$ cat config.mk
export PLATFORM = sky130hd
export DESIGN_NAME = slec_cell
export DESIGN_NICKNAME = d
export VERILOG_FILES = /design/src/hdl/slec_pkg.sv /design/src/hdl/slec_cell.sv
export SDC_FILE = /design/constraint.sdc
export NUM_CORES = 1
export LEC_CHECK = 0
export BUFFER_PORTS_ARGS = -buffer_cell sky130_fd_sc_hd__buf_4
export CAP_MARGIN = 10
export CORE_ASPECT_RATIO = 0.9
export CORE_MARGIN = 1.5
export CORE_UTILIZATION = 40
export DETAILED_ROUTE_END_ITERATION = 10
export PLACE_DENSITY_LB_ADDON = 0.05
export SYNTH_ARGS = -nofsm -noshare
export SYNTH_HDL_FRONTEND = slang
export SYNTH_SLANG_ARGS = --single-unit
$ cat constraint.sdc
create_clock -name clk -period 7.4 [get_ports clk]
set_clock_uncertainty 0.2 [all_clocks]
set_input_delay 0.74 -clock clk [delete_from_list [all_inputs] [get_ports clk]]
set_output_delay 0.74 -clock clk [all_outputs]
set_load 0.005 [all_outputs]
$ cat src/hdl/slec_pkg.sv
package slec_pkg;

  // Wide enough for a ring length or a count up to the largest store (4096).
  localparam int LEN_W = 13;
  localparam int DATA_W = 32;

  typedef enum logic [1:0] {
    OP_FIND   = 2'd0,
    OP_INSERT = 2'd1,
    OP_REMOVE = 2'd2,
    OP_AMEND  = 2'd3
  } opcode_t;

  typedef enum logic [1:0] {
    STAT_OK       = 2'd0,
    STAT_BADPOS   = 2'd1,
    STAT_FULL     = 2'd2,
    STAT_NOTFOUND = 2'd3
  } status_t;

  typedef enum logic [1:0] {
    S_IDLE,
    S_RUN,
    S_RESP
  } state_t;

  // HOLD: keep. SHIFT: pop head, push at tail. DROP: pop head, ring shrinks.
  // PUSH: push at tail without a pop, ring grows.
  typedef enum logic [1:0] {
    CM_HOLD,
    CM_SHIFT,
    CM_DROP,
    CM_PUSH
  } cell_mode_t;

  typedef struct packed {
    cell_mode_t       mode;
    logic [LEN_W-1:0] ring;
  } cell_ctl_t;

endpackage

$ cat src/hdl/slec_cell.sv
module slec_cell #(
  parameter int IDX = 0
) (
  input  logic                          clk,
  input  slec_pkg::cell_ctl_t           ctl,
  input  logic [slec_pkg::DATA_W-1:0]   nbr_d,
  input  logic [slec_pkg::DATA_W-1:0]   push_d,
  output logic [slec_pkg::DATA_W-1:0]   data
);
  import slec_pkg::*;

  localparam logic [LEN_W-1:0] IDX_L  = LEN_W'(IDX);
  localparam logic [LEN_W-1:0] IDX1_L = LEN_W'(IDX + 1);

  logic [DATA_W-1:0] data_r;

  always_ff @(posedge clk) begin
    case (ctl.mode)
      CM_SHIFT: begin
        if (IDX1_L < ctl.ring) begin
          data_r <= nbr_d;
        end else if (IDX1_L == ctl.ring) begin
          data_r <= push_d;
        end
      end
      CM_DROP: begin
        if (IDX1_L < ctl.ring) begin
          data_r <= nbr_d;
        end
      end
      CM_PUSH: begin
        if (IDX_L == ctl.ring) begin
          data_r <= push_d;
        end
      end
      default: ;
    endcase
  end

  assign data = data_r;

endmodule

Word-level counts from Yosys, hierarchy flattened. Index checks and enable logic that the tools add are counted.

Logic and storage cells: 17. Register bits after elaboration: 32. Output and inout port bits: 32.

Reduce and logical (&&, ||, !) cells: 3. Order comparisons: 1. Muxes and demuxes: 5. Eq/ne operators: 7.

Operators with widths (count): 32-bit 2-to-1 mux (4); 32-bit one-hot mux with 3 select lines (1); 1-bit by 13-bit == test with 1-bit output (first input constant) (1); 13-bit zero test (1); 1-bit by 13-bit < comparator with 1-bit output (first input constant) (1); 2-bit == test (second input constant) (2); 2-bit != test (second input constant) (2); 4-bit AND reduction (1); 3-bit != test (second input constant) (1); 3-bit nonzero test (1); 2-bit by 1-bit == test with 1-bit output (second input constant) (1).

Depth between registers and ports, before layout.
Depth in word-level cells: 4. Gate-level depth with buffers: 5. Mapped depth without buffers: 4.

Worst setup path before layout. No wires, ideal clock.

Path type: input-to-reg. From: in ctl[2] (netlist bit). To: reg data_r[0] (netlist: data[0]) (enable). Path buffers: 0. Stages on the path: 4. Slack: 2.823 ns. Arrival: 3.907 ns. Required time: 6.730 ns. Path through: or4_4 -> nand2_1 -> o311ai_0 -> a211oi_1.

Cells in the longest elaborated chain, start to end: 3.

Ends and longest elaborated chain: from (decl) (line slec_cell.sv:5) `input slec_pkg::cell_ctl_t ctl,`; 1-bit by 13-bit < comparator with 1-bit output, or another cell as far along (line slec_cell.sv:20, slec_cell.sv:27); 3-bit != test (no line) or 2-bit != test (tied branches); 4-bit AND reduction (no line) *; to (signal assigned) (line slec_cell.sv:21) `data_r <= nbr_d;`; to (signal assigned) (line slec_cell.sv:23) `data_r <= push_d;`; to (signal assigned) (line slec_cell.sv:28) `data_r <= nbr_d;`; to (decl) (line slec_cell.sv:15) `logic [DATA_W-1:0] data_r;`.

Mark *: on every way between the ends. The rest lies on a longest branch, timed or not. A chain may end at the register's enable or synchronous reset.

Worst setup path after layout.
From: in ctl[2] (netlist bit). To: reg data_r[7] (netlist: data[7]), data pin.

Cells in the longest elaborated chain, start to end: 3.

Ends and longest elaborated chain: 1-bit by 13-bit < comparator with 1-bit output (line slec_cell.sv:20) `if (IDX1_L < ctl.ring) begin`; 32-bit 2-to-1 mux (line slec_cell.sv:20); 32-bit one-hot mux with 3 select lines (line slec_cell.sv:18) `case (ctl.mode)`.

No other way between the ends.

==> impl_metrics.ini <==
[finish]
layout_common_cells = 113 x buf_4, 32 x edfxtp_1, 30 x mux2_2, 5 x clkbuf_8
drive_gt1_share_pct = 77.2
multi_input_area_um2 = 467
nFillCells = 256
finalNonFillerCells = 241
layout.nets = 277
final_common_cell = buf_4
synthToLayoutAreaGrowth_pct = 66.2
antenna_cells = 0
largest_reg_flops = 32
regArea_um2 = 961

[timing]
clock.fmax_ghz = 0.334
min_period_ns = 3.00
tns_ns = 0
slew_viol_final = 0
slew-limit-headroom_pct = 48.4
finalCritPeriodShare_pct = 40.5
rsz0062_at_grt = no
tightest_slew_ns = 0.774
setup_viol = 0
hold_viol = 0

[floorplanning]
core_um2 = 3430
dieArea_um2 = 3990
num_rows = 20
initial_core_util_pct = 42.3
num_io_pins = 112
dieHeight_um = 60.1
die_w_um = 66.4

[drt]
detail_route.wl_per_cell_um = 13.4
drt_wl_total_um = 3240
num_vias = 1112
ant_nets = 0
drtIter0Drc = 34
via_per_inst = 4.61
drc = 0
drt-pass1-iter-count = 2

[pwr]
seqPwrFrac_pct = 51.7
report.power.total_uw = 451
power_density_nw_per_um2 = 187
p_sw_share_pct = 20.8
comb_power_share_pct = 21.6
switchingPower_uw = 93.7
power.internal_uw = 357
p_clk_share_pct = 26.7
p_leak_nw = 1.03
peakVddDrop_v = 0.000148

[worst_hold_path]
worstHoldPathType = input port to flop

[clocking]
cts_setup_buffers = 0
cts_made_buffers = 5
cts_tree = done
postCtsResizedCells = 0
clkSinkCount = 32
holdBufCountCts = 0
cts.clk_slew.worst_paths_ns = 0.06
clock-root-buffer = clkbuf_8
clockBufferDepth = 2
ctsHtreeMaxLevel = 2

[logic_synthesis]
avgSynthCellArea_um2 = 18.1
synth_area_leaders = edfxtp_1 66%, mux2_2 23%, buf_6 2.3%, mux2_1 1.6%, o31ai_4 1.5%
ys_seq_area_share_pct = 66.3
synth_nets = 160
yosysTopAreaCellShare_pct = 66.3
synth_cell_types = 13
syn_area_um2 = 1450
ys_warn_count = 0
synth_area_leader_cell = edfxtp_1
synthCells = 80
synth.ff_latch_count = 32

[grt]
grt_overflow_total = 0
met3_usage_pct = 7.53
grtUsageMet2_pct = 30.4
grt_pass1_wl_um = 4670
grt_pass1_vias = 1088
grtUsageMet1_pct = 15.3
grt_max_degree = 33
grt_busiest_layer = met2
track_usage_pct = 16.2
antenna_found_initial = 0

[setup_path]
worstPathArrival_ns = 2.82
path_class = input port to flop
required_ns = 7.22
cp_common_cell = buf_4
max_stage_delay_ns = 0.65
path_delay_family = compound AO/OA/AOI/OAI gates
cp_slowest_cell = o31ai_4
crit_buf_inv = 2
cp-end-kind = flop
cp_max_fo = 17
cp-start-kind = input port
cp_cell_sequence = buf_4 > or4_4 > o31ai_4 > buf_4 > mux2_2

[placement]
io_buffers = 111
finalWeightedCongestion = 0.658
dp.cells = 234

[flow_run]
max_cap_violations = 0

[status]
status = complete, no violations
## final cells by class
type	count	area share [%]
timing repair buffer	113	35.2
clock buffer	6	3.01
sequential	32	39.9
tap	44	2.29
multi-input combinational	45	19.4
clock inverter	1	0.208
## path summary, 6_finish.rpt
kind | to | from | depth (start not counted)
hold / removal | data[11]$_DFFE_PP_ | nbr_d[11] | 2
setup / recovery | data[7]$_DFFE_PP_ | ctl[2] | 5
## routing by layer
layer  vias up  part of all wire [%]
met5         -                     0
met4         0                   1.3
met3         6                    11
met2        61                    54
met1       494                    33
li1        551                     -
## power by group through the flow
stage / sequential (mW) / combinational (mW) / clock (mW)
after floorplan: 0.241 / 0.0251 / 0
after detailed placement: 0.237 / 0.0989 / 0
after global placement: 0.237 / 0.0964 / 0
after CTS: 0.233 / 0.0992 / 0.125
final: 0.233 / 0.0974 / 0.120
after global routing: 0.235 / 0.105 / 0.131
## Yosys cell counts
library cell and number:
edfxtp_1 32, o31ai_4 1, nor2_1 1, or4_4 1, nor4_1 3, o311ai_0 1, a211oi_1 1, mux2_1 2
buf_6 3, mux2_2 30, a21oi_1 1, nand2_1 3, and2_1 1
## logic make-up (layout without fill, tap and decap cells)
kind of cell / count (synthesis) / after routing / share of synthesized area [%]
mux: 32 / 32 / 24.9
flops: 32 / 32 / 66.3
simple gates: 9 / 9 / 3.54
compound gates: 4 / 4 / 2.94
buf+inv: 3 / 120 / 2.33
## through the flow
stage,cell area [µm²],utilization [%],setup slack [ns],hold WS [ns]
floorplan,1450,-,2.82,0.741
global placement,2330,68.0,4.17,0.823
detailed placement,2330,68.0,4.08,0.834
CTS,2410,70.3,4.39,0.545
global route,2410,70.3,4.26,0.555
finish,2410,70.3,4.40,0.552
Note: power is estimated with default switching activity, not from simulation.
